### config.mk
export PLATFORM = sky130hd
export DESIGN_NAME = stream_substring_matcher
export DESIGN_NICKNAME = d
export VERILOG_FILES = /design/src/rtl/ssm_pkg.sv /design/src/rtl/ssm_cell.sv /design/src/rtl/ssm_track.sv /design/src/rtl/stream_substring_matcher.sv
export SDC_FILE = /design/constraint.sdc
export NUM_CORES = 1
export LEC_CHECK = 0
export BUFFER_PORTS_ARGS = -buffer_cell sky130_fd_sc_hd__buf_4
export CELL_PAD_IN_SITES_DETAIL_PLACEMENT = 0
export CELL_PAD_IN_SITES_GLOBAL_PLACEMENT = 1
export CORE_MARGIN = 1.5
export CORE_UTILIZATION = 33
export CTS_CLUSTER_SIZE = 30
export DETAILED_ROUTE_END_ITERATION = 12
export PLACE_DENSITY_LB_ADDON = 0.1
export SLEW_MARGIN = 40
export SYNTH_ARGS = -nofsm -noshare
export SYNTH_HDL_FRONTEND = slang
export SYNTH_SLANG_ARGS = --single-unit
### constraint.sdc
create_clock -name clk -period 15.55 [get_ports clk]
set_clock_uncertainty 0.15 [all_clocks]
set_input_delay 1.555 -clock clk [delete_from_list [all_inputs] [get_ports clk]]
set_output_delay 1.555 -clock clk [all_outputs]
set_load 0.005 [all_outputs]
### src/rtl/ssm_pkg.sv
`timescale 1ns / 1ps

package ssm_pkg;

  // Pattern register file is fixed at two 64-bit words
  localparam int unsigned PAT_BYTES = 16;
  localparam int unsigned PAT_IDX_W = 4;
  localparam int unsigned LEN_W = 5;
  localparam int unsigned COUNT_W = 12;
  localparam int unsigned OFFSET_W = 11;
  localparam int unsigned CFG_IDX_W = 2;

  localparam int unsigned MAX_PATTERN_DEFAULT = 16;
  localparam int unsigned MAX_STARTS_DEFAULT = 2048;

  localparam logic [COUNT_W-1:0] COUNT_MAX = '1;

  localparam logic [CFG_IDX_W-1:0] REG_PAT_LOW = 2'd0;
  localparam logic [CFG_IDX_W-1:0] REG_PAT_HIGH = 2'd1;
  localparam logic [CFG_IDX_W-1:0] REG_PAT_LEN = 2'd2;

  typedef logic [PAT_BYTES-1:0][7:0] pat_t;

endpackage

### src/rtl/ssm_cell.sv
`timescale 1ns / 1ps

module ssm_cell #(
  parameter int unsigned IDX = 0
) (
  input  logic                     clk,
  input  logic                     shift_en,
  input  logic [7:0]               byte_in,
  input  ssm_pkg::pat_t            pat,
  input  logic [ssm_pkg::LEN_W-1:0] act_len,
  output logic [7:0]               byte_out,
  output logic                     hit
);
  import ssm_pkg::*;

  localparam logic [LEN_W-1:0] CellIdx = LEN_W'(IDX);

  logic [7:0]       stored;
  logic [LEN_W-1:0] pidx;

  // cell k sees pattern byte len-1-k once the new byte lands here
  assign pidx = act_len - CellIdx - LEN_W'(1);

  always_ff @(posedge clk) begin
    if (shift_en) begin
      stored <= byte_in;
    end
  end

  assign byte_out = stored;
  assign hit = (act_len <= CellIdx) || (byte_in == pat[pidx[PAT_IDX_W-1:0]]);

endmodule

### src/rtl/ssm_track.sv
`timescale 1ns / 1ps

module ssm_track #(
  parameter int unsigned MAX_STARTS = ssm_pkg::MAX_STARTS_DEFAULT
) (
  input  logic                        clk,
  input  logic                        rst,
  input  logic                        in_valid,
  input  logic                        is_last,
  input  logic                        all_hit,
  input  logic [ssm_pkg::LEN_W-1:0]   act_len,
  input  logic                        out_ready,
  output logic                        in_ready,
  output logic                        shift_en,
  output logic                        out_valid,
  output logic                        found,
  output logic [ssm_pkg::OFFSET_W-1:0] match_offset
);
  import ssm_pkg::*;

  localparam logic [COUNT_W:0] StartLimit = (COUNT_W+1)'(MAX_STARTS);

  logic [COUNT_W-1:0]  bytes_seen;
  logic                count_overflow;
  logic                match_seen;
  logic [OFFSET_W-1:0] first_offset;

  logic [COUNT_W-1:0]  bytes_seen_next;
  logic                count_overflow_next;
  logic                match_seen_next;
  logic [OFFSET_W-1:0] first_offset_next;
  logic                found_next;

  logic                step;
  logic                can_count;
  logic [COUNT_W-1:0]  seen_inc;
  logic [COUNT_W-1:0]  len_ext;
  logic [COUNT_W-1:0]  start;
  logic [COUNT_W-1:0]  span;

  // only a last beat needs the result register; other beats pass a waiting result
  assign in_ready  = !out_valid || out_ready || !is_last;
  assign step      = in_valid && in_ready;
  assign can_count = (bytes_seen != COUNT_MAX);
  assign shift_en  = step && can_count;
  assign seen_inc  = bytes_seen + COUNT_W'(1);
  assign len_ext   = COUNT_W'(act_len);
  assign start     = seen_inc - len_ext;

  always_comb begin
    bytes_seen_next     = bytes_seen;
    count_overflow_next = count_overflow;
    match_seen_next     = match_seen;
    first_offset_next   = first_offset;
    if (can_count) begin
      bytes_seen_next = seen_inc;
      if (!match_seen && (act_len != '0) && (seen_inc >= len_ext) && all_hit &&
          ({1'b0, start} < StartLimit)) begin
        match_seen_next   = 1'b1;
        first_offset_next = start[OFFSET_W-1:0];
      end
    end else begin
      count_overflow_next = 1'b1;
    end
  end

  assign span = bytes_seen_next - len_ext;
  // starts = span + 1 must not pass the limit
  assign found_next = (act_len != '0) && !count_overflow_next &&
                      (bytes_seen_next >= len_ext) && ({1'b0, span} < StartLimit) &&
                      match_seen_next;

  always_ff @(posedge clk) begin
    if (rst) begin
      bytes_seen     <= '0;
      count_overflow <= 1'b0;
      match_seen     <= 1'b0;
      first_offset   <= '0;
      out_valid      <= 1'b0;
    end else begin
      if (out_valid && out_ready) begin
        out_valid <= 1'b0;
      end
      if (step) begin
        if (is_last) begin
          bytes_seen     <= '0;
          count_overflow <= 1'b0;
          match_seen     <= 1'b0;
          first_offset   <= '0;
          out_valid      <= 1'b1;
        end else begin
          bytes_seen     <= bytes_seen_next;
          count_overflow <= count_overflow_next;
          match_seen     <= match_seen_next;
          first_offset   <= first_offset_next;
        end
      end
    end
  end

  always_ff @(posedge clk) begin
    if (step && is_last) begin
      found        <= found_next;
      match_offset <= found_next ? first_offset_next : '0;
    end
  end

  a_found_in_range: assert property (@(posedge clk) disable iff (rst)
    out_valid && found |-> ({2'b00, match_offset} < StartLimit))
    else $error("reported offset beyond start limit");

  a_miss_zero: assert property (@(posedge clk) disable iff (rst)
    out_valid && !found |-> (match_offset == '0))
    else $error("offset not zero on a miss");

  a_clear_after_last: assert property (@(posedge clk) disable iff (rst)
    step && is_last |=> (bytes_seen == '0) && !match_seen && !count_overflow && out_valid)
    else $error("stream state not cleared after last beat");

  a_count_step: assert property (@(posedge clk) disable iff (rst)
    step && !is_last && can_count |=> (bytes_seen == $past(seen_inc)))
    else $error("byte count did not advance");

  a_overflow_sat: assert property (@(posedge clk) disable iff (rst)
    count_overflow |-> (bytes_seen == COUNT_MAX))
    else $error("overflow flag without saturated count");

endmodule

### src/rtl/stream_substring_matcher.sv
`timescale 1ns / 1ps

// Byte stream substring matcher.
// Load the pattern through the config channel (index 0: bytes 0-7, index 1:
// bytes 8-15, byte 0/8 in the low bits; index 2: length 0..16, 0 never
// matches) while no buffer is in flight. cfg_ready is always high.
// Bytes enter on the input channel, one beat per byte, is_last on the final
// byte of a buffer. Each accepted beat shifts a chain of byte cells until
// the byte count saturates; each cell compares its incoming byte against
// its pattern byte, so a byte is taken every cycle except a last byte held
// back as described below. One result beat (found, match_offset) leaves
// per buffer, in the cycle after the last byte is accepted, from an output
// register. Only a match starting within the first MAX_STARTS positions
// counts; buffers with over MAX_STARTS starts or past 4095 bytes report not found.
// While a result waits, only a last byte is held back, until the receiver
// takes the result; other bytes keep streaming at one per cycle. With
// out_ready high the input is never held back. Reset clears the pattern
// registers to zero and drops any buffer in progress and any pending result.
module stream_substring_matcher #(
  parameter int unsigned MAX_PATTERN = ssm_pkg::MAX_PATTERN_DEFAULT,
  parameter int unsigned MAX_STARTS  = ssm_pkg::MAX_STARTS_DEFAULT
) (
  input  logic                          clk,
  input  logic                          rst,
  input  logic                          cfg_valid,
  output logic                          cfg_ready,
  input  logic [ssm_pkg::CFG_IDX_W-1:0] cfg_index,
  input  logic [63:0]                   cfg_data,
  input  logic                          in_valid,
  output logic                          in_ready,
  input  logic [7:0]                    data_byte,
  input  logic                          is_last,
  output logic                          out_valid,
  input  logic                          out_ready,
  output logic                          found,
  output logic [ssm_pkg::OFFSET_W-1:0]  match_offset
);
  import ssm_pkg::*;

  localparam logic [LEN_W-1:0] MaxLen = LEN_W'(MAX_PATTERN);

  logic [63:0]      pat_low;
  logic [63:0]      pat_high;
  logic [LEN_W-1:0] pat_len;
  logic [LEN_W-1:0] act_len;
  pat_t             pat;

  logic [MAX_PATTERN-1:0]      hit;
  logic [MAX_PATTERN-1:0][7:0] win;
  logic                        shift_en;

  assign cfg_ready = 1'b1;

  always_ff @(posedge clk) begin
    if (rst) begin
      pat_low  <= '0;
      pat_high <= '0;
      pat_len  <= '0;
    end else if (cfg_valid) begin
      case (cfg_index)
        REG_PAT_LOW:  pat_low  <= cfg_data;
        REG_PAT_HIGH: pat_high <= cfg_data;
        REG_PAT_LEN:  pat_len  <= cfg_data[LEN_W-1:0];
        default: ;
      endcase
    end
  end

  assign pat     = {pat_high, pat_low};
  assign act_len = (pat_len > MaxLen) ? MaxLen : pat_len;

  for (genvar k = 0; k < MAX_PATTERN; k++) begin : g_cell
    logic [7:0] feed;
    if (k == 0) begin : g_head
      assign feed = data_byte;
    end else begin : g_body
      assign feed = win[k-1];
    end
    ssm_cell #(
      .IDX(k)
    ) u_cell (
      .clk     (clk),
      .shift_en(shift_en),
      .byte_in (feed),
      .pat     (pat),
      .act_len (act_len),
      .byte_out(win[k]),
      .hit     (hit[k])
    );
  end

  ssm_track #(
    .MAX_STARTS(MAX_STARTS)
  ) u_track (
    .clk         (clk),
    .rst         (rst),
    .in_valid    (in_valid),
    .is_last     (is_last),
    .all_hit     (&hit),
    .act_len     (act_len),
    .out_ready   (out_ready),
    .in_ready    (in_ready),
    .shift_en    (shift_en),
    .out_valid   (out_valid),
    .found       (found),
    .match_offset(match_offset)
  );

endmodule
==> out/metrics.cfg, run 1 <==
[routing]
ant_nets = 0
vias = 24500
wl_mm = 133
viasPerCell = 6.45
drc = 0
wire_per_inst_um = 35.1
drtIter0Drc = 2920
first_pass_iters = 8

[sta]
rsz0062_at_grt = no
final.setup.tns_ps = 0
fin_crit_sh = 0.468
slew_headroom = 0.339
slew_violations = 0
tightest_slew_ps = 964
fmax_mhz = 137
period_needed_ps = 7270
setup_viol = 0
hold_viol_final = 0

[clock_network]
ctsHoldBuffers = 0
cts_tree = done
cts_max_path_buffers = 3
htree_num_levels = 2
post_cts_resized = 0
clk_latency_ps = 560
cts-buffers-inserted = 35
postCtsSetupRepairBufs = 0
cts_sinks = 291
clk_pin_slew_worst_paths_ps = 60
root_buffer = clkbuf_16

[layout]
antennaDiodeCount = 0
fillCellCount = 7384
area_delta_synth_final_pct = 11.2
drive_above_1_share = 0.132
final_cell_area_mm2 = 0.0263
nets = 2914

[logic_synthesis]
ys_dominant_reg_cell = dfxtp_1
syn_nets = 2965
yosysSeqAreaShare = 0.302
synth.most_common_cell = nand2_1
yosys.area.top_type_share = 0.167
synth_area_mm2 = 0.0237
syn_inst = 2873
synth_area_leader_cell = edfxtp_1
synth_area_per_cell_um2 = 8.24
synth.area.top_cells = edfxtp_1 17%, dfxtp_1 13%, mux2i_1 7.7%
ys_warn_count = 0
async_flop_share = 0
synthTopCellsByCount = 403 x nand2_1, 254 x a21oi_1, 181 x mux2i_1
ys_ff_latch = 291
synth_edf_count = 132
synth.distinct_cells = 101

[critical_path]
critPathKind = flop to flop
cp_common_cell = buf_4
critPathLaunchType = flop
worstSetupEndpointType = flop
required_ps = 15850
crit_path_max_fanout = 51
slowest_delay_ps = 880
crit_arrival_ps = 7570
crit_chain = buf_4 -> clkinv_2 -> buf_4 -> o2111ai_1 -> mux2i_1 -> xor2_1 -> nor3_1 -> nand4_1 -> o41ai_1 -> o2111ai_1 -> nor4_4 -> buf_4 -> o41ai_1 -> a31o_1
slowest_stage = o41ai_1

[pwr]
sw_frac_of_total = 0.344
power_leakage_nw = 8.67
intPower_w = 0.00149
seq_power_share = 0.406
switchingPower_w = 0.000781
pwr-share-clk = 0.351
pwr-share-comb = 0.243
powerDensity_mw_per_mm2 = 86.2
peakVddDrop_v = 0.0000741

[die]
ios = 95
core_area_mm2 = 0.0712
dieArea_mm2 = 0.0734
initial_core_util = 0.332
die_x_um = 271
die_h_um = 271
row_count = 98

[outcome]
status = completed

[placed_design]
postPlaceCellArea_mm2 = 0.0252
routabilityCongestion = 1.03
numPortBuffers = 93
hpwl_mm = 103

[global_routing]
grt_pass1_vias = 23200
grt_pass1_wl_mm = 186
grt.overflow.total = 0
grt_max_degree = 113
antenna_found_initial = 2
grt_usage = 0.355

[flow_run]
cap_violations = 0

[min_path]
hp-class = flop to flop

final timing paths:
kind	startpoint	endpoint	slack, ps	depth (start not counted)
worst max register to register	pat_len[4]$_SDFFE_PP0P_	u_track.first_offset[5]$_SDFFE_PP0P_	8280	14
worst max-delay path	pat_len[4]$_SDFFE_PP0P_	u_track.first_offset[5]$_SDFFE_PP0P_	8280	14
worst min-delay path	g_cell[9].u_cell.byte_out[0]$_DFFE_PP_	g_cell[10].u_cell.byte_out[0]$_DFFE_PP_	300	0
worst min register to register	g_cell[9].u_cell.byte_out[0]$_DFFE_PP_	g_cell[10].u_cell.byte_out[0]$_DFFE_PP_	300	0
sequential cells by signal, indices dropped and copies added, names as in the netlist:
register and flops:
g_cell.u_cell.byte_out 120, pat_high 64, pat_low 64, u_track.bytes_seen 12
u_track.first_offset 11, u_track.match_offset 11, pat_len 5, u_track.count_overflow 1
u_track.found 1, u_track.match_seen 1, u_track.out_valid 1
critical path: cells and delay by family, from the launching register on:
family / cells / cell delay (ps)
xor+xnor: 1 / 240
flops: 1 / 690
mux: 1 / 420
compound gates: 5 / 2240
buf+inv: 4 / 2200
simple gates: 3 / 1120
metrics by stage:
stage	utilization	hold WS, ps	worst slack [ps]	total power, W	cells
after floorplan	-	274	7570	0.00122	2873
after global placement	0.352	288	8610	0.00146	3733
after detailed placement	0.353	296	8660	0.00147	3734
after CTS	0.369	309	8620	0.00227	3797
after global routing	0.370	318	8270	0.00234	3798
final	0.370	303	8280	0.00227	3798
cell families (layout without fill, tap and decap cells):
group / count (synthesis) / count (layout) / share of synthesized area
compound gates: 886 / 886 / 0.256
xor+xnor: 204 / 204 / 0.0758
fa+ha+maj: 13 / 13 / 0.00708
buf+inv: 319 / 294 / 0.0597
flops: 291 / 291 / 0.302
mux: 246 / 246 / 0.119
other cells: 1 / 1 / 0.000158
simple gates: 913 / 913 / 0.180
cell type report:
type,count,area (um^2),area share
inverter,63,243,0.00922
timing repair buffer,168,1300,0.0493
tap,950,1190,0.0451
clock inverter,12,68.8,0.00261
clock buffer,51,1030,0.0391
multi-input combinational,2263,15300,0.583
sequential,291,7160,0.272
power groups by stage:
stage          combinational, W  clock [W]  sequential (W)
2_1_floorplan          0.000337          0        0.000880
3_3_place_gp           0.000530          0        0.000934
3_5_place_dp           0.000533          0        0.000934
4_1_cts                0.000535   0.000821        0.000918
5_1_grt                0.000578   0.000844        0.000921
6_report               0.000551   0.000798        0.000921
layer usage:
| layer | share of wire | routed length [um] | vias to the layer above | global-route usage |
|---|---|---|---|---|
| met3 | 0.081 | 10800 | 318 | 0.0726 |
| met5 | 0 | 0 | - | 0 |
| met1 | 0.41 | 55200 | 12200 | 0.462 |
| met4 | 0.065 | 8620 | 0 | 0.195 |
| met2 | 0.44 | 58700 | 1298 | 0.550 |
| li1 | - | - | 10700 | - |
layout by cell type, fill, tap and decap left out, types with 64 or more instances in the layout:
cell,n
edfxtp_1,132
mux2i_1,174
xor2_1,84
o21ai_0,95
a21oi_1,252
nor3_1,64
o22ai_1,76
dfxtp_1,154
xnor2_1,119
nand2_1,403
nand3_1,76
buf_4,163
nor2_1,158
Power figures use the tool's default switching activity.
==> run 2: changes to the inputs <==
==> constraint.sdc (replaced) <==
create_clock -name clk -period 5.9 [get_ports clk]
set_clock_uncertainty 0.15 [all_clocks]
set_input_delay 0.59 -clock clk [delete_from_list [all_inputs] [get_ports clk]]
set_output_delay 0.59 -clock clk [all_outputs]
set_load 0.005 [all_outputs]
==> run 2 against run 1 <==
Count of clock-buffer cells in the layout is 2 higher. Setup slack worse by 8000 ps. Utilization is 1.4 points higher. Power grew to 2.7 times the previous value. Sequential power grew to 2.6 times the previous value. Sequential share of layout area is 0.98 points lower. Sequential cell count stayed put. Critical path type unchanged. Critical endpoint is now u_track.first_offset[7]$_SDFFE_PP0P_. Largest cell class unchanged.
==> out/metrics.cfg, run 2 (same netlist as run 1, synthesis figures left out) <==
[placed_design]
routabilityCongestion = 1.05
numPortBuffers = 93
hpwl_mm = 110
placedCellCount = 3863

[global_routing]
grt.overflow.total = 0
grt_pass1_wl_mm = 193
grt_pass1_vias = 23400
grt_max_degree = 101
grt_usage = 0.371
antenna_found_initial = 2

[sta]
holdWs_ps = 71.9
tightest_slew_ps = 1020
hold_viol_final = 0
slew_violations = 0
period_needed_ps = 5620
fmax_mhz = 178
final.setup.tns_ps = 0
slew_headroom = 0.301
fin_crit_sh = 0.953
setup_viol = 0
rsz0062_at_grt = no

[layout]
seqCellArea_mm2 = 0.00716
finish.utilization = 0.383
largest_register_ffs = 120
multi_input_area_mm2 = 0.0152
nets = 3043
final_cell_mix = 403 x nand2_1, 280 x buf_4, 252 x a21oi_1, 176 x mux2i_1, 158 x nor2_1
final_cell_count_no_fill = 3931
fillCellCount = 7375
drive_above_1_share = 0.163
layout_commonest_cell = nand2_1
area_delta_synth_final_pct = 15.4

[routing]
ant_nets = 0
drtIter0Drc = 3099
wire_per_inst_um = 35.7
first_pass_iters = 6
wl_mm = 140
vias = 25300
drc = 0
viasPerCell = 6.43

[clock_network]
cts_tree = done
cts-buffers-inserted = 36
htree_num_levels = 2
clk_pin_slew_worst_paths_ps = 60
root_buffer = clkbuf_16
post_cts_resized = 0
clk_latency_ps = 580
cts_sinks = 291
postCtsSetupRepairBufs = 0
cts_max_path_buffers = 3
ctsHoldBuffers = 0

[critical_path]
crit_path_max_fanout = 32
crit_arrival_ps = 5940
required_ps = 6220
slowest_stage = dfxtp_4
worstSetupEndpointType = flop
crit_chain = clkinv_2 -> buf_4 -> o221ai_1 -> buf_4 -> o22ai_1 -> o21a_1 -> nor4_1 -> nand4_1 -> a32o_1 -> or4_4 -> nor4_4 -> buf_12 -> o41ai_1 -> a31o_1
slowest_delay_ps = 620
critPathLaunchType = flop
critPathKind = flop to flop
cp_common_cell = buf_4

[pwr]
powerDensity_mw_per_mm2 = 223
peakVddDrop_v = 0.000194
power_leakage_nw = 9.31

[die]
initial_core_util = 0.332
core_area_mm2 = 0.0712
dieArea_mm2 = 0.0734
die_h_um = 271
ios = 95
row_count = 98
die_x_um = 271

[flow_run]
cap_violations = 0

[outcome]
status = completed

[min_path]
hp-class = primary input to flop

run 2: changes by cell type in the layout (fill, tap and decap cells not counted), sizes merged:
cell and change:
diode +5, clkinv -6, clkbuf +2, inv +3
buf +127, clkdlybuf4s18 +1, clkinvlp +1
run 2: worst paths after layout:
kind | from | endpoint | slack, ps | depth (start not counted)
worst max-delay path | pat_len[4]$_SDFFE_PP0P_ | u_track.first_offset[7]$_SDFFE_PP0P_ | 280 | 14
worst min-delay path | data_byte[3] | g_cell[0].u_cell.byte_out[3]$_DFFE_PP_ | 70 | 1
worst max register to register | pat_len[4]$_SDFFE_PP0P_ | u_track.first_offset[7]$_SDFFE_PP0P_ | 280 | 14
worst min register to register | g_cell[9].u_cell.byte_out[0]$_DFFE_PP_ | g_cell[10].u_cell.byte_out[0]$_DFFE_PP_ | 320 | 0
run 2: power by group:
part           internal (W)  switching (W)  total (W)
Clock               0.00121       0.000931    0.00214
Combinational      0.000558       0.000981    0.00154
Sequential          0.00221       0.000219    0.00243
Total               0.00397        0.00213    0.00610
run 2: final cells by class:
class,count,area share
timing repair buffer,296,0.0871
sequential,291,0.262
multi-input combinational,2263,0.557
clock inverter,10,0.00334
inverter,63,0.00880
antenna,5,0.000458
clock buffer,53,0.0372
tap,950,0.0435
run 2: critical path: cells and delay by family (launching register included):
kind | cells | cell delay (ps)
simple gates | 4 | 1680
flops | 1 | 620
buf+inv | 4 | 1530
compound gates | 6 | 1480
run 2: routing by layer:
metal  vias to the layer above  global-route usage  part of all wire
met3                       325              0.0887             0.088
met4                         0               0.202             0.064
met1                     12600               0.484              0.42
li1                      10900                   -                 -
met5                         -                   0                 0
met2                      1426               0.564              0.43
run 2: per-stage QoR:
step,power [W],cell area [um^2],setup WS [ps]
2_1_floorplan,0.00321,23700,907
3_3_place_gp,0.00394,26100,28.6
3_5_place_dp,0.00394,26200,422
4_1_cts,0.00609,27300,449
5_1_grt,0.00627,27300,124
6_report,0.00610,27300,280
